### config.mk
export PLATFORM = sky130hd
export DESIGN_NAME = button_debounce_event_unit_core_flat
export DESIGN_NICKNAME = d
export VERILOG_FILES = /design/src/hdl/bde_pkg.sv /design/src/hdl/bde_in_if.sv /design/src/hdl/bde_out_if.sv /design/src/hdl/bde_lane.sv /design/src/hdl/bde_merge.sv /design/src/hdl/bde_evq.sv /design/src/hdl/button_debounce_event_unit_core.sv /design/src/flat_wrapper.sv
export SDC_FILE = /design/constraint.sdc
export NUM_CORES = 1
export LEC_CHECK = 0
export BUFFER_PORTS_ARGS = -buffer_cell sky130_fd_sc_hd__buf_2
export CORE_MARGIN = 4
export CORE_UTILIZATION = 60
export CTS_CLUSTER_DIAMETER = 30
export DETAILED_ROUTE_END_ITERATION = 8
export PLACE_DENSITY_LB_ADDON = 0.1
export REMOVE_ABC_BUFFERS = 1
export SLEW_MARGIN = 20
export SYNTH_ARGS = -nofsm -noshare
export SYNTH_HDL_FRONTEND = slang
export SYNTH_SLANG_ARGS = --single-unit
### constraint.sdc
create_clock -name i_clk -period 20 [get_ports i_clk]
set_input_delay 2 -clock i_clk [delete_from_list [all_inputs] [get_ports i_clk]]
set_output_delay 2 -clock i_clk [all_outputs]
set_load 0.02 [all_outputs]
### src/hdl/bde_pkg.sv
// Shared types and constants of the button debounce event unit.
`timescale 1ns / 1ps
`default_nettype none
package bde_pkg;

    // Button lanes, in raw_levels bit order
    localparam int NUM_BTN    = 5;
    localparam int BTN_LEFT   = 0;
    localparam int BTN_RIGHT  = 1;
    localparam int BTN_LIGHT  = 2;
    localparam int BTN_HORN   = 3;

    // Payload widths
    localparam int NOW_W   = 32;
    localparam int LEVEL_W = NUM_BTN;
    localparam int CODE_W  = 4;

    typedef logic [CODE_W-1:0] t_code;

    // Event codes
    localparam t_code EV_LEFT_DOWN   = 4'd0;
    localparam t_code EV_LEFT_UP     = 4'd1;
    localparam t_code EV_RIGHT_DOWN  = 4'd2;
    localparam t_code EV_RIGHT_UP    = 4'd3;
    localparam t_code EV_HORN_ON     = 4'd4;
    localparam t_code EV_HORN_OFF    = 4'd5;
    localparam t_code EV_LIGHT_PRESS = 4'd6;
    localparam t_code EV_LIGHT_LONG  = 4'd7;
    localparam t_code EV_HAZARD      = 4'd8;

    // Configuration registers
    localparam int CFG_W     = 16;
    localparam int CFG_IDX_W = 2;

    typedef logic [CFG_W-1:0]     t_cfg;
    typedef logic [CFG_IDX_W-1:0] t_cfg_idx;

    localparam t_cfg_idx REG_DEBOUNCE = 2'd0;
    localparam t_cfg_idx REG_LONG     = 2'd1;
    localparam t_cfg_idx REG_HAZARD   = 2'd2;

    localparam t_cfg RST_DEBOUNCE = 16'd20;
    localparam t_cfg RST_LONG     = 16'd1500;
    localparam t_cfg RST_HAZARD   = 16'd2000;

    // Events per tick and event queue sizing
    localparam int MAX_EV    = 5;
    localparam int EVQ_DEPTH = 8;
    localparam int EVQ_AW    = 3;

    typedef logic [2:0]      t_ev_cnt;
    typedef logic [EVQ_AW:0] t_evq_cnt;

    // What one debounce lane reports for the current tick
    typedef struct packed {
        logic settled;  // raw level has held for the debounce time
        logic level;    // raw level of this tick
        logic edge_det; // settled level differs from the accepted one
        logic stable;   // accepted level after this tick
    } t_lane_res;

    typedef struct packed {
        t_code code;
        logic  last;
    } t_event;

endpackage
`default_nettype wire

### src/hdl/bde_in_if.sv
// Tick channel: timestamp and raw button levels.
`timescale 1ns / 1ps
`default_nettype none
interface bde_in_if;
    logic        valid;
    logic        ready;
    logic [31:0] now_ms;
    logic [4:0]  raw_levels;

    modport source (output valid, output now_ms, output raw_levels, input ready);
    modport sink   (input valid, input now_ms, input raw_levels, output ready);
endinterface
`default_nettype wire

### src/hdl/bde_out_if.sv
// Event channel: event code and end-of-tick mark.
`timescale 1ns / 1ps
`default_nettype none
interface bde_out_if;
    logic       valid;
    logic       ready;
    logic [3:0] event_code;
    logic       last_event;

    modport source (output valid, output event_code, output last_event, input ready);
    modport sink   (input valid, input event_code, input last_event, output ready);
endinterface
`default_nettype wire

### src/hdl/bde_lane.sv
// One debounce lane: settle timer and accepted level of a single button.
`timescale 1ns / 1ps
`default_nettype none
module bde_lane #(
    parameter int TIME_BITS = 32
) (
    input  logic                 i_clk,
    input  logic                 i_rst_n,
    input  logic                 i_take,
    input  logic [TIME_BITS-1:0] i_now,
    input  logic                 i_raw,
    input  bde_pkg::t_cfg        i_debounce,
    output bde_pkg::t_lane_res   o_res
);
    import bde_pkg::*;

    logic                 r_seen;
    logic                 r_stable;
    logic [TIME_BITS-1:0] r_start;
    logic                 w_changed;
    logic [TIME_BITS-1:0] w_start;
    logic [TIME_BITS-1:0] w_elapsed;
    logic                 w_settled;

    // Restart the settle timer on any raw change, then compare the wrapped age
    assign w_changed = i_raw != r_seen;
    assign w_start   = w_changed ? i_now : r_start;
    assign w_elapsed = i_now - w_start;
    assign w_settled = w_elapsed >= TIME_BITS'(i_debounce);

    assign o_res.settled  = w_settled;
    assign o_res.level    = i_raw;
    assign o_res.edge_det = w_settled && (i_raw != r_stable);
    assign o_res.stable   = w_settled ? i_raw : r_stable;

    // Advance lane state on each accepted tick
    always_ff @(posedge i_clk) begin
        if (!i_rst_n) begin
            r_seen   <= 1'b0;
            r_stable <= 1'b0;
            r_start  <= '0;
        end else if (i_take) begin
            r_seen   <= i_raw;
            r_stable <= o_res.stable;
            r_start  <= w_start;
        end
    end

endmodule
`default_nettype wire

### src/hdl/bde_merge.sv
// Merge stage: light hold, hazard combo and ordered event list of one tick.
`timescale 1ns / 1ps
`default_nettype none
module bde_merge #(
    parameter int TIME_BITS = 32
) (
    input  logic                 i_clk,
    input  logic                 i_rst_n,
    input  logic                 i_take,
    input  logic [TIME_BITS-1:0] i_now,
    input  bde_pkg::t_lane_res   i_lane [bde_pkg::NUM_BTN],
    input  bde_pkg::t_cfg        i_long_ms,
    input  bde_pkg::t_cfg        i_hazard_ms,
    output bde_pkg::t_code       o_codes [bde_pkg::MAX_EV],
    output bde_pkg::t_ev_cnt     o_cnt
);
    import bde_pkg::*;

    logic                 r_long_fired;
    logic [TIME_BITS-1:0] r_lstart;
    logic                 r_combo_active;
    logic                 r_combo_fired;
    logic [TIME_BITS-1:0] r_cstart;

    logic                 n_long_fired;
    logic [TIME_BITS-1:0] n_lstart;
    logic                 n_combo_active;
    logic                 n_combo_fired;
    logic [TIME_BITS-1:0] n_cstart;

    logic                 w_press_edge;
    logic                 w_rel_edge;
    logic [TIME_BITS-1:0] w_lstart;
    logic                 w_lfired;
    logic                 w_long;
    logic                 w_short;
    logic                 w_both;
    logic [TIME_BITS-1:0] w_cstart;
    logic                 w_hazard;
    logic                 w_flag [MAX_EV];
    t_code                w_code [MAX_EV];

    // Light button: press edge starts the hold timer, a release before a long press is a short press
    assign w_press_edge = i_lane[BTN_LIGHT].edge_det && i_lane[BTN_LIGHT].level;
    assign w_rel_edge   = i_lane[BTN_LIGHT].edge_det && !i_lane[BTN_LIGHT].level;
    assign w_lstart     = w_press_edge ? i_now : r_lstart;
    assign w_lfired     = i_lane[BTN_LIGHT].edge_det ? 1'b0 : r_long_fired;
    assign w_short      = w_rel_edge && !r_long_fired;
    assign w_long       = i_lane[BTN_LIGHT].settled && i_lane[BTN_LIGHT].level && !w_lfired
                          && ((i_now - w_lstart) >= TIME_BITS'(i_long_ms));

    assign n_long_fired = w_long | w_lfired;
    assign n_lstart     = w_rel_edge ? '0 : w_lstart;

    // Hazard combo: both blinkers accepted as pressed for the hold time, once per hold
    assign w_both   = i_lane[BTN_LEFT].stable && i_lane[BTN_RIGHT].stable;
    assign w_cstart = r_combo_active ? r_cstart : i_now;
    assign w_hazard = w_both && !r_combo_fired
                      && ((i_now - w_cstart) >= TIME_BITS'(i_hazard_ms));

    assign n_combo_active = w_both;
    assign n_combo_fired  = w_both && (r_combo_fired || w_hazard);
    assign n_cstart       = w_cstart;

    // Candidate events in output order
    always_comb begin
        w_flag[0] = i_lane[BTN_LEFT].edge_det;
        w_code[0] = i_lane[BTN_LEFT].level ? EV_LEFT_DOWN : EV_LEFT_UP;
        w_flag[1] = i_lane[BTN_RIGHT].edge_det;
        w_code[1] = i_lane[BTN_RIGHT].level ? EV_RIGHT_DOWN : EV_RIGHT_UP;
        w_flag[2] = w_short || w_long;
        w_code[2] = w_long ? EV_LIGHT_LONG : EV_LIGHT_PRESS;
        w_flag[3] = i_lane[BTN_HORN].edge_det;
        w_code[3] = i_lane[BTN_HORN].level ? EV_HORN_ON : EV_HORN_OFF;
        w_flag[4] = w_hazard;
        w_code[4] = EV_HAZARD;
    end

    // Pack the present events to the front of the list
    always_comb begin
        t_ev_cnt cnt;
        cnt = '0;
        for (int k = 0; k < MAX_EV; k++) begin
            o_codes[k] = EV_LEFT_DOWN;
        end
        for (int k = 0; k < MAX_EV; k++) begin
            if (w_flag[k]) begin
                o_codes[cnt] = w_code[k];
                cnt          = cnt + 3'd1;
            end
        end
        o_cnt = cnt;
    end

    // Hold light and combo state between ticks
    always_ff @(posedge i_clk) begin
        if (!i_rst_n) begin
            r_long_fired   <= 1'b0;
            r_lstart       <= '0;
            r_combo_active <= 1'b0;
            r_combo_fired  <= 1'b0;
            r_cstart       <= '0;
        end else if (i_take) begin
            r_long_fired   <= n_long_fired;
            r_lstart       <= n_lstart;
            r_combo_active <= n_combo_active;
            r_combo_fired  <= n_combo_fired;
            r_cstart       <= n_cstart;
        end
    end

endmodule
`default_nettype wire

### src/hdl/bde_evq.sv
// Event queue: takes up to five events of a tick at once, sends one per cycle while o_out is ready.
`timescale 1ns / 1ps
`default_nettype none
module bde_evq (
    input  logic              i_clk,
    input  logic              i_rst_n,
    input  logic              i_push,
    input  bde_pkg::t_code    i_codes [bde_pkg::MAX_EV],
    input  bde_pkg::t_ev_cnt  i_cnt,
    output logic              o_room,
    bde_out_if.source         o_out
);
    import bde_pkg::*;

    t_event                r_mem [EVQ_DEPTH];
    logic [EVQ_AW-1:0]     r_wr;
    logic [EVQ_AW-1:0]     r_rd;
    t_evq_cnt              r_cnt;
    t_ev_cnt               w_push_cnt;
    logic                  w_pop;

    assign w_push_cnt       = i_push ? i_cnt : '0;
    assign w_pop            = o_out.valid && o_out.ready;
    assign o_room           = r_cnt <= t_evq_cnt'(EVQ_DEPTH - MAX_EV);
    assign o_out.valid      = r_cnt != '0;
    assign o_out.event_code = r_mem[r_rd].code;
    assign o_out.last_event = r_mem[r_rd].last;

    // Write the tick's events to consecutive slots, marking the final one
    always_ff @(posedge i_clk) begin
        for (int k = 0; k < MAX_EV; k++) begin
            if (k < int'(w_push_cnt)) begin
                r_mem[r_wr + EVQ_AW'(k)].code <= i_codes[k];
                r_mem[r_wr + EVQ_AW'(k)].last <= (k == int'(w_push_cnt) - 1);
            end
        end
    end

    // Advance pointers and fill level
    always_ff @(posedge i_clk) begin
        if (!i_rst_n) begin
            r_wr  <= '0;
            r_rd  <= '0;
            r_cnt <= '0;
        end else begin
            r_wr  <= r_wr + EVQ_AW'(w_push_cnt);
            r_rd  <= r_rd + EVQ_AW'(w_pop);
            r_cnt <= r_cnt + t_evq_cnt'(w_push_cnt) - t_evq_cnt'(w_pop);
        end
    end

endmodule
`default_nettype wire

### src/hdl/button_debounce_event_unit_core.sv
// Top level of the button debounce event unit.
//
//  channel   dir  handshake            payload
//  i_in      in   valid/ready          now_ms[31:0], raw_levels[4:0]
//  o_out     out  valid/ready          event_code[3:0], last_event
//  i_cfg_*   in   i_cfg_we, no wait    i_cfg_idx[1:0], i_cfg_data[15:0]
//
// A tick is evaluated in the cycle of its transfer: five debounce lanes run
// side by side and the merge stage queues zero to five events in one go.
// The event queue sends one event per cycle while o_out is ready, and the tick
// port stays ready while at least five queue slots are free.
// Reset is synchronous, active low; it clears all button state, restores the
// register defaults and empties the queue. A stall on o_out only holds
// the queue head; ticks keep flowing until the queue runs short of room.
`timescale 1ns / 1ps
`default_nettype none
module button_debounce_event_unit_core #(
    parameter int TIME_BITS = 32
) (
    input  logic                i_clk,
    input  logic                i_rst_n,
    bde_in_if.sink              i_in,
    bde_out_if.source           o_out,
    input  logic                i_cfg_we,
    input  bde_pkg::t_cfg_idx   i_cfg_idx,
    input  bde_pkg::t_cfg       i_cfg_data
);
    import bde_pkg::*;

    t_cfg                 r_debounce;
    t_cfg                 r_long;
    t_cfg                 r_hazard;
    logic                 w_take;
    logic                 w_room;
    logic [TIME_BITS-1:0] w_now;
    t_lane_res            w_lane [NUM_BTN];
    t_code                w_codes [MAX_EV];
    t_ev_cnt              w_cnt;

    assign i_in.ready = w_room;
    assign w_take     = i_in.valid && w_room;
    assign w_now      = TIME_BITS'(i_in.now_ms);

    // Write configuration registers
    always_ff @(posedge i_clk) begin
        if (!i_rst_n) begin
            r_debounce <= RST_DEBOUNCE;
            r_long     <= RST_LONG;
            r_hazard   <= RST_HAZARD;
        end else if (i_cfg_we) begin
            unique case (i_cfg_idx)
                REG_DEBOUNCE: r_debounce <= i_cfg_data;
                REG_LONG:     r_long     <= i_cfg_data;
                REG_HAZARD:   r_hazard   <= i_cfg_data;
                default:      ;
            endcase
        end
    end

    // One debounce lane per button
    for (genvar b = 0; b < NUM_BTN; b++) begin : g_lane
        bde_lane #(
            .TIME_BITS (TIME_BITS)
        ) u_lane (
            .i_clk      (i_clk),
            .i_rst_n    (i_rst_n),
            .i_take     (w_take),
            .i_now      (w_now),
            .i_raw      (i_in.raw_levels[b]),
            .i_debounce (r_debounce),
            .o_res      (w_lane[b])
        );
    end

    bde_merge #(
        .TIME_BITS (TIME_BITS)
    ) u_merge (
        .i_clk       (i_clk),
        .i_rst_n     (i_rst_n),
        .i_take      (w_take),
        .i_now       (w_now),
        .i_lane      (w_lane),
        .i_long_ms   (r_long),
        .i_hazard_ms (r_hazard),
        .o_codes     (w_codes),
        .o_cnt       (w_cnt)
    );

    bde_evq u_evq (
        .i_clk   (i_clk),
        .i_rst_n (i_rst_n),
        .i_push  (w_take),
        .i_codes (w_codes),
        .i_cnt   (w_cnt),
        .o_room  (w_room),
        .o_out   (o_out)
    );

endmodule
`default_nettype wire

### src/flat_wrapper.sv
// flat-port wrapper written by rule: the top's interface ports become plain ports
module button_debounce_event_unit_core_flat import bde_pkg::*;
#(
    parameter int TIME_BITS = 32
)
  (i_clk, i_rst_n, i_cfg_we, i_cfg_idx, i_cfg_data, i_in_valid, i_in_now_ms, i_in_raw_levels, i_in_ready, o_out_valid, o_out_event_code, o_out_last_event, o_out_ready);
  bde_in_if i_in_i ();
  bde_out_if o_out_i ();
  input  logic i_clk;
  input  logic i_rst_n;
  input  logic i_cfg_we;
  input  bde_pkg::t_cfg_idx i_cfg_idx;
  input  bde_pkg::t_cfg i_cfg_data;
  input wire logic [$bits(i_in_i.valid)-1:0] i_in_valid;
  input wire logic [$bits(i_in_i.now_ms)-1:0] i_in_now_ms;
  input wire logic [$bits(i_in_i.raw_levels)-1:0] i_in_raw_levels;
  output wire logic [$bits(i_in_i.ready)-1:0] i_in_ready;
  output wire logic [$bits(o_out_i.valid)-1:0] o_out_valid;
  output wire logic [$bits(o_out_i.event_code)-1:0] o_out_event_code;
  output wire logic [$bits(o_out_i.last_event)-1:0] o_out_last_event;
  input wire logic [$bits(o_out_i.ready)-1:0] o_out_ready;
  assign i_in_i.valid = i_in_valid;
  assign i_in_i.now_ms = i_in_now_ms;
  assign i_in_i.raw_levels = i_in_raw_levels;
  assign i_in_ready = i_in_i.ready;
  assign o_out_valid = o_out_i.valid;
  assign o_out_event_code = o_out_i.event_code;
  assign o_out_last_event = o_out_i.last_event;
  assign o_out_i.ready = o_out_ready;
  button_debounce_event_unit_core #(.TIME_BITS(TIME_BITS)) u_core (.i_clk(i_clk), .i_rst_n(i_rst_n), .i_in(i_in_i), .o_out(o_out_i), .i_cfg_we(i_cfg_we), .i_cfg_idx(i_cfg_idx), .i_cfg_data(i_cfg_data));
endmodule
# Word level (Yosys, flattened, before mapping)
# Memory sizes are Yosys's and may differ from the RTL's. A register that Yosys moved wholly into a read port is not among the register bits.
# Cells that the tools add are included.
# W data, S select, Z words.
[totals] output_inout_bits=7 n_memories=1 ram_bits=40 input_bits=60 regBits=261
[classes] addsub=19 n_lt_le_gt_ge=20 muxes=47 n_bitwise=8 n_reduce_logical=34 n_eq_ne=14
[mem_list] memory="u_core.u_evq.r_mem" words=8 word_bits=5 read_ports=1 rd_ports_with_merged_regs=1 write_ports=5 line_no="bde_evq.sv:15" rtl="t_event r_mem [EVQ_DEPTH];"
[ops] op="$mux W32" count=7
[ops] op="$ge A32 B16 Y1" count=6
[ops] op="$sub A32 B32 Y32" count=6
[ops] op="$mux W20" count=4
[ops] op="$bwmux W20" count=3
[ops] op="$demux W4 S3" count=4
[ops] op="$logic_not A32 Y1" count=1
[ops] op="$logic_and A1 B1 Y1" count=20
[ops] op="$mux W1" count=19
[ops] op="$mux W3" count=6
[ops] op="$ge A4 B4 Y1 const B" count=4
[ops] op="$lt A4 B1 Y1 const B" count=4
[ops] op="$mux W4" count=4
[ops] op="$not A3 Y4" count=4
[ops] op="$add A3 B1 Y3 const B" count=5
[ops] op="$and A15 B15 Y15" count=1
[ops] op="$not A15 Y15" count=1
[ops] op="$reduce_and A2 Y1" count=5
[ops] op="$eq A3 B4 Y1 const A" count=2
[ops] op="$ne A1 B1 Y1" count=8
[ops] op="$add A3 B2 Y3 const B" count=2
[ops] op="$lt A1 B3 Y1 const A" count=2
[ops] op="$lt A2 B3 Y1 const A" count=2
[ops] op="$or A5 B5 Y5" count=1
[ops] op="other kinds (17)" count=21

# Logic depth before layout (Yosys ltp)
# Gate-level depths: netlist (run 1).
[logic_depth] depth_word=22 depth_mapped=69 mapped_depth_nobuf=61

# Modules after synthesis
# From an unflattened synthesis (run 1), not the netlist that was laid out.
[hier_totals] hier_cells=4779 hier_area_um2=37284.5
[modules_own_cells] module="bde_lane (u_core.g_lane[0].u_lane ...)" cells_each=597 area_each_um2=4456.8 n_inst=4
[modules_own_cells] module="bde_merge" cells_each=1157 area_each_um2=8733.4 n_inst=1
[modules_own_cells] module="bde_evq" cells_each=465 area_each_um2=4425.5 n_inst=1
[modules_own_cells] module="bde_lane (u_core.g_lane[1].u_lane)" cells_each=583 area_each_um2=4364.2 n_inst=1
[modules_own_cells] module="button_debounce_event_unit_core" cells_each=186 area_each_um2=1934.4 n_inst=1

# Worst setup path after synthesis (run 1)
# OpenSTA, ideal clock, no wires.
[synth_path] path_type="input to register" from="in i_in_raw_levels[2]" to="mem u_core.u_evq.r_mem[5][3] in the netlist's numbering (data pin)" slack_ns=4.365 t_arrival_ns=15.379 path_stages=60 setup_ns=0.256 path_cell_list="buf_4 xor2_2 buf_4 buf_2 buf_1 mux2i_1 ha_1 nand2_1 o31ai_1 nor2_1 xnor2_1 ha_1 a21o_1 a221o_1 a211oi_1 o211ai_1 or3_1 a211o_1 (+24 left out) and2_1 clkbuf_1 fa_1 ha_1 nand2_1 o31ai_2 ha_1 nand2_1 xnor3_2 and2_1 inv_1 ha_1 or2_2 clkbuf_1 nor3_1 nand2_1 mux2i_1 o211a_1"
[synth_lines] element="start: declaration" line_no="flat_wrapper.sv:16" rtl="input wire logic [$bits(i_in_i.raw_levels)-1:0] i_in_raw_levels;"
[synth_lines] element="end: declaration" line_no="bde_evq.sv:15"

==> reports/qor.yml, run 1 <==
outcome: "finished clean"
drt-initial-drc-count: 2694
cap_violations: 0
die_area_um2: 54400
peakVddDrop_mv: 0.0808
design.core.area_um2: 50200
ant_nets: 0
seq_area_frac_synth_pct: 21.1
syn2layout_area_growth_pct: 12.1
crit_type: "input pin to flop"
netlist_area_um2: 30400
tightest_slew_ps: 1300
worst_path_most_repeated_cell: "ha_1"
slowest_delay_ps: 810
max_freq_mhz: 53.1
die_y_um: 233
num-nets-final: 4215
synth_top_area_share_pct: 17.2
synth_fa_ha_area_share_pct: 12.5
fillers: 4047
hold_viol: 0
r2r_cells: 54
crit_path_start_kind: "input pin"
synth_edf_count: 40
cts_hold_buf: 0
route.detailed.drc: 0
grt_pass1_wl_um: 158000
synth_top_area_cell: "dfxtp_1"
clk_pin_slew_ps: 40
max_slew_margin_pct: 12.9
period_minus_slack_ps: 18840
rsz0062_at_grt: "false"
tritoncts: "built"
synth_top_family_by_area: "compound AO/OA/AOI/OAI gates"
pre_cts_ws_ps: 1100
timing.rr.start: "u_core.g_lane[2].u_lane.r_seen$_SDFFE_PN0P_"
via_per_inst: 6.70
numPortBuffers: 65
r2r_end: "u_core.u_evq.r_mem[5][3]$_DFFE_PP_"
synth-seq-cells: 301
ys_types: 109
ios: 67
muxShareOfSynthArea_pct: 7.65
worstSetupEndpointType: "flop"
powerDensity_nw_per_um2: 128
routedWlPerCell_um: 22.3
grt-ovfl-total: 0
yosys-top-cells-area: "dfxtp_1, ha_1, nand2_1"
insertion_delay_ps: 620
cts_num_sinks: 301
routed_wl_um: 103000
synth_compound_area_share_pct: 29.6
num_vias: 30900
synth-simple-area-share_pct: 20.5
grt_max_degree: 109
hold_ws_ps: 462
initial_utilization_pct: 60.6
clockBufferDepth: 3
setup_viol: 0
slowest_stage: "nor3_1"
drive_gt1_share_pct: 8.63
postLayoutCoreUtil_pct: 67.9
post-route-cell-area_um2: 34100
die_w_um: 233
syn_avg_cell_area_um2: 7.80
worstPathRequired_ps: 20360
finalCritPeriodShare_pct: 94.2
yosysMostFrequentCell: "nand2_1"
grt_pass1_vias: 29300
dp_hpwl_um: 73200
cp_max_fo: 28
startpoint: "i_in_raw_levels[2]"
firstDrtPassIters: 6
placed_area_um2: 31000
htree_levels: 3
grtUsageTotal_pct: 36.4
synth_cells: 3899
cts-root-buf: "clkbuf_16"
cts_resized: 0
post_cts_buffers: 0
synth_commonest_cells: "nand2_1, ha_1, a21oi_1"
worstHoldPathType: "flop to flop"
crit_arrival_ps: 19200
r2r_slack_ps: 2390
skew_ps: 25.2
place_congestion: 1.01
antenna_found_initial: 0
setup_tns_ps: 0
setup_ws_ps: 1160
leakagePower_nw: 14.4
async_flop_share_pct: 0
worstSetupEndpoint: "u_core.u_evq.r_mem[5][3]$_DFFE_PP_"
yosys_warnings: 0
rows: 82
synthXorXnorAreaFrac_pct: 3.94
final_max_slew_viol_count: 0
numCtsBuffers: 85
synth_top_flop_cell: "dfxtp_1"
[final cells by class]
class	count	area, µm²	share of cell area (%)
multi-input cells	3242	22700	66.6
repair buffers	93	542	1.59
diodes	1	2.50	0.00734
well taps	672	841	2.47
clock buffers	110	2370	6.96
flip-flops and latches	301	6430	18.9
inverters	134	503	1.48
clock inverters	50	713	2.09
[worst min-delay path by stage]
| stage | depth (start not counted) | startpoint | endpoint | slack (ps) |
|---|---|---|---|---|
| floorplan | 2 | u_core.g_lane[3].u_lane.r_start[0]$_SDFFE_PN0P_ | u_core.g_lane[3].u_lane.r_start[0]$_SDFFE_PN0P_ | 440 |
| global placement | 2 | u_core.g_lane[0].u_lane.r_start[25]$_SDFFE_PN0P_ | u_core.g_lane[0].u_lane.r_start[25]$_SDFFE_PN0P_ | 450 |
| detailed placement | 2 | u_core.g_lane[0].u_lane.r_start[25]$_SDFFE_PN0P_ | u_core.g_lane[0].u_lane.r_start[25]$_SDFFE_PN0P_ | 460 |
| CTS | 2 | u_core.g_lane[0].u_lane.r_start[25]$_SDFFE_PN0P_ | u_core.g_lane[0].u_lane.r_start[25]$_SDFFE_PN0P_ | 460 |
| global route | 2 | u_core.g_lane[0].u_lane.r_start[25]$_SDFFE_PN0P_ | u_core.g_lane[0].u_lane.r_start[25]$_SDFFE_PN0P_ | 480 |
| finish | 2 | u_core.g_lane[0].u_lane.r_start[25]$_SDFFE_PN0P_ | u_core.g_lane[0].u_lane.r_start[25]$_SDFFE_PN0P_ | 460 |
[stage by stage]
step,total power (W),std cells
2_1_floorplan,0.00233,3677
3_3_place_gp,0.00277,4442
3_5_place_dp,0.00284,4442
4_1_cts,0.00432,4602
5_1_grt,0.00460,4602
6_report,0.00436,4603
[cells in the final DEF, fill, tap and decap left out, drive strengths merged, types with 36 or more instances in the layout]
master  netlist  layout
dfxtp       261     261
nand2       583     583
a31oi        37      37
a21oi       267     267
nor2        206     206
clkbuf      182     110
a21boi      116     116
xor2         45      45
or3          36      36
nand4        60      60
ha          290     290
edfxtp       40      40
a211oi       52      52
o21ai       212     212
nor2b        45      45
and2         63      63
nor3         62      62
o21a         57      57
o211ai       66      66
inv         134     139
o211a       112     112
buf          40      93
mux2i       193     193
xnor2        86      86
nand3        81      81
a21o         80      80
nand2b       52      52
[per-layer routing]
layer	up-vias	share of wire [%]	wire, µm	global-route usage, %
li1	14500	-	-	-
met1	14600	41	42600	45.9
met2	1382	44	45400	58.6
met3	353	8.4	8630	7.05
met4	0	5.8	5980	19.6
met5	-	0	0	0
[flip-flops by register name, indices dropped and copies added (netlist names), 3 cells and up]
signal and cells:
u_core.g_lane.u_lane.r_stable 4, u_core.u_evq.r_wr 3, u_core.r_debounce 16, u_core.u_evq.r_cnt 4, u_core.g_lane.u_lane.r_start 128, u_core.u_merge.r_lstart 32
u_core.u_evq.r_rd 3, u_core.r_long 16, u_core.g_lane.u_lane.r_seen 4, u_core.r_hazard 16, u_core.u_evq.r_mem 40, u_core.u_merge.r_cstart 32
[worst max-delay path, delay by kind of cell]
family	cells	cell delay (ps)
fa+ha+maj	8	2610
compound gates	23	6030
xor+xnor	4	1950
mux	2	500
simple gates	14	5130
buf+inv	4	900
[report_power, final]
part | internal (W) | switching, W | total [W]
logic | 0.000785 | 0.00130 | 0.00208
registers | 0.000750 | 0.0000747 | 0.000825
clock network | 0.00103 | 0.000426 | 0.00145
[cells by family (layout without fill, tap and decap cells)]
group | Yosys count | in the layout
AOI/OAI and AO/OA | 1278 | 1278
other | 0 | 1
buffers and inverters | 356 | 387
adders and majority gates | 299 | 299
and+or+nand+nor | 1315 | 1315
DFF | 301 | 301
muxes | 218 | 218
xor gates and xnor gates | 132 | 132
Power figures use the tool's default switching activity.
==> inputs of run 2 (changes only) <==
- CTS_CLUSTER_DIAMETER: 30 -> 150
- GPL_TIMING_DRIVEN: not set -> 0
==> run 2 against run 1 <==
Compared with the run above: wire length fell by 2.5%; sequential share of layout area grew 0.92 points; first-iteration DRC count increased by 18%; core utilization decreased by 3.2 points; non-clock buffer count shrank 6; critical path depth rose by 1; largest cell class unchanged.
==> reports/qor.yml, run 2 (synthesized netlist as in run 1, its figures left out) <==
setup_tns_ps: 0  # unchanged
cp_max_fo: 23  # -18%
clockBufferDepth: 3  # unchanged
die_w_um: 233  # unchanged
htree_levels: 2  # -1
pre_cts_ws_ps: 231  # -869 ps
rsz0062_at_grt: "false"
num_vias: 30300  # -1.9%
clk_pin_slew_ps: 60  # +20 ps
grt_pass1_wl_um: 156000  # -1.3%
routedWlPerCell_um: 22.2  # -0.34%
r2r_cells: 55  # +1.9%
hold_ws_ps: 463  # +1.07 ps
slowest_delay_ps: 840  # +30 ps
power_w: 0.00363  # -17%
drive_gt1_share_pct: 6.42  # -2.2 points
outcome: "finished clean"
leakagePower_nw: 13.6  # -5.8%
grt-ovfl-total: 0  # unchanged
final_max_slew_viol_count: 0  # unchanged
cap_violations: 0  # unchanged
min_path_cells: 2  # unchanged
dp_hpwl_um: 73600  # +0.58%
layout.cells.most_common_list: "nand2_1, ha_1, a21oi_1, dfxtp_1, o21ai_0"
firstDrtPassIters: 6  # unchanged
place_congestion: 0.990  # -1.9%
period_minus_slack_ps: 19510  # +669 ps
tritoncts: "built"
post_cts_buffers: 0  # unchanged
max_freq_mhz: 51.2  # -3.4%
cts_num_sinks: 301  # unchanged
finalCritPeriodShare_pct: 97.6  # +3.3 points
via_per_inst: 6.72  # +0.25%
peakVddDrop_mv: 0.0704  # -13%
route.detailed.drc: 0  # unchanged
slowest_stage: "a2111oi_0"
powerDensity_nw_per_um2: 112  # -13%
setup_viol: 0  # unchanged
numCtsBuffers: 38  # -55%
final_common_cell: "nand2_1"
num-nets-final: 4162  # -1.3%
worstPathRequired_ps: 20370  # about the same
worstHoldPathType: "flop to flop"
setup_ws_ps: 487  # -669 ps
crit_type: "input pin to flop"
worstSetupEndpointType: "flop"
insertion_delay_ps: 590  # -30 ps
post-place-cells: 4436  # -0.14%
ant_nets: 0  # unchanged
antenna_found_initial: 1  # +1
top_register: "u_core.g_lane.u_lane.r_start"
crit_arrival_ps: 19880  # +680 ps
worst_path_most_repeated_cell: "ha_1"
hold_viol: 0  # unchanged
die_area_um2: 54400  # unchanged
die_y_um: 233  # unchanged
cts-root-buf: "clkbuf_16"
drt-initial-drc-count: 3173  # +18%
max_slew_margin_pct: 10.5  # -2.4 points
syn2layout_area_growth_pct: 6.85
fillers: 4363  # +7.8%
routed_wl_um: 100000  # -2.5%
cts_hold_buf: 0  # unchanged
grtUsageTotal_pct: 35.7  # -0.70 points
grt_pass1_vias: 28500  # -2.6%
skew_ps: 33.3  # +8.18 ps
numPortBuffers: 65  # unchanged
ios: 67  # unchanged
crit_path_start_kind: "input pin"
design.core.area_um2: 50200  # unchanged
largest_reg_flops: 128  # unchanged
reg.largest.list: "u_core.g_lane.u_lane.r_start: 128 flops, u_core.u_evq.r_mem: 40 flops"
initial_utilization_pct: 60.6  # unchanged
fin_cells: 4504  # -2.2%
tightest_slew_ps: 1330  # +36.3 ps
rows: 82  # unchanged
grt_max_degree: 93  # -15%
[run 2: cell count changes in the layout (fill, tap and decap cells not counted), sizes merged]
cell,before,now
clkinvlp,7,5
clkinv,23,10
clkbuf,110,45
bufinv,15,5
buf,93,87
inv,139,136
[run 2: worst paths after layout]
kind | start | endpoint | slack, ps
hold reg to reg | u_core.g_lane[3].u_lane.r_start[13]$_SDFFE_PN0P_ | u_core.g_lane[3].u_lane.r_start[13]$_SDFFE_PN0P_ | 460
setup / recovery | i_in_raw_levels[2] | u_core.u_evq.r_mem[2][0]$_DFFE_PP_ | 490
hold / removal | u_core.g_lane[3].u_lane.r_start[13]$_SDFFE_PN0P_ | u_core.g_lane[3].u_lane.r_start[13]$_SDFFE_PN0P_ | 460
setup reg to reg | u_core.g_lane[2].u_lane.r_seen$_SDFFE_PN0P_ | u_core.u_evq.r_mem[2][0]$_DFFE_PP_ | 1790
[run 2: per-stage QoR]
| step | area (µm²) | util (%) |
|---|---|---|
| final | 32500 | 64.8 |
| after detailed placement | 31200 | 62.3 |
| after CTS | 32500 | 64.8 |
| after global routing | 32500 | 64.8 |
| after global placement | 30700 | 61.1 |
| after floorplan | 29500 | - |
[run 2: area by class of cell]
class / count / area, µm² / share of cell area [%]
Antenna cell: 1 / 2.50 / 0.00770
Clock buffer: 45 / 977 / 3.01
Tap cell: 672 / 841 / 2.59
Inverter: 134 / 503 / 1.55
Timing Repair Buffer: 87 / 781 / 2.40
Sequential cell: 301 / 6430 / 19.8
Multi-Input combinational cell: 3242 / 22700 / 69.8
Clock inverter: 22 / 269 / 0.828
[run 2: report_power, final]
| part | internal, W | switching, W |
|---|---|---|
| Sequential | 0.000748 | 0.0000766 |
| Combinational | 0.000806 | 0.00129 |
| Clock | 0.000416 | 0.000296 |
[run 2: routing by layer]
metal  up-vias  wire length (µm)  track usage, %
li1      14300                 -               -
met1     14400             42400            46.3
met2      1268             44500            57.6
met3       283              7730            6.05
met4         2              5410            17.1
met5         -                13               0
[run 2: timing repair]
action,in CTS,in global routing
gates resized for setup,0,1
hold endpoints to repair,0,0
setup endpoints to repair,0,20
[run 2: worst max-delay path, delay by kind of cell]
| kind | cells | cell delay [ps] |
|---|---|---|
| AOI/OAI and AO/OA | 24 | 7630 |
| xor gates and xnor gates | 4 | 1770 |
| adders and majority gates | 8 | 2710 |
| buffers and inverters | 3 | 600 |
| muxes | 1 | 370 |
| and+or+nand+nor | 16 | 4750 |
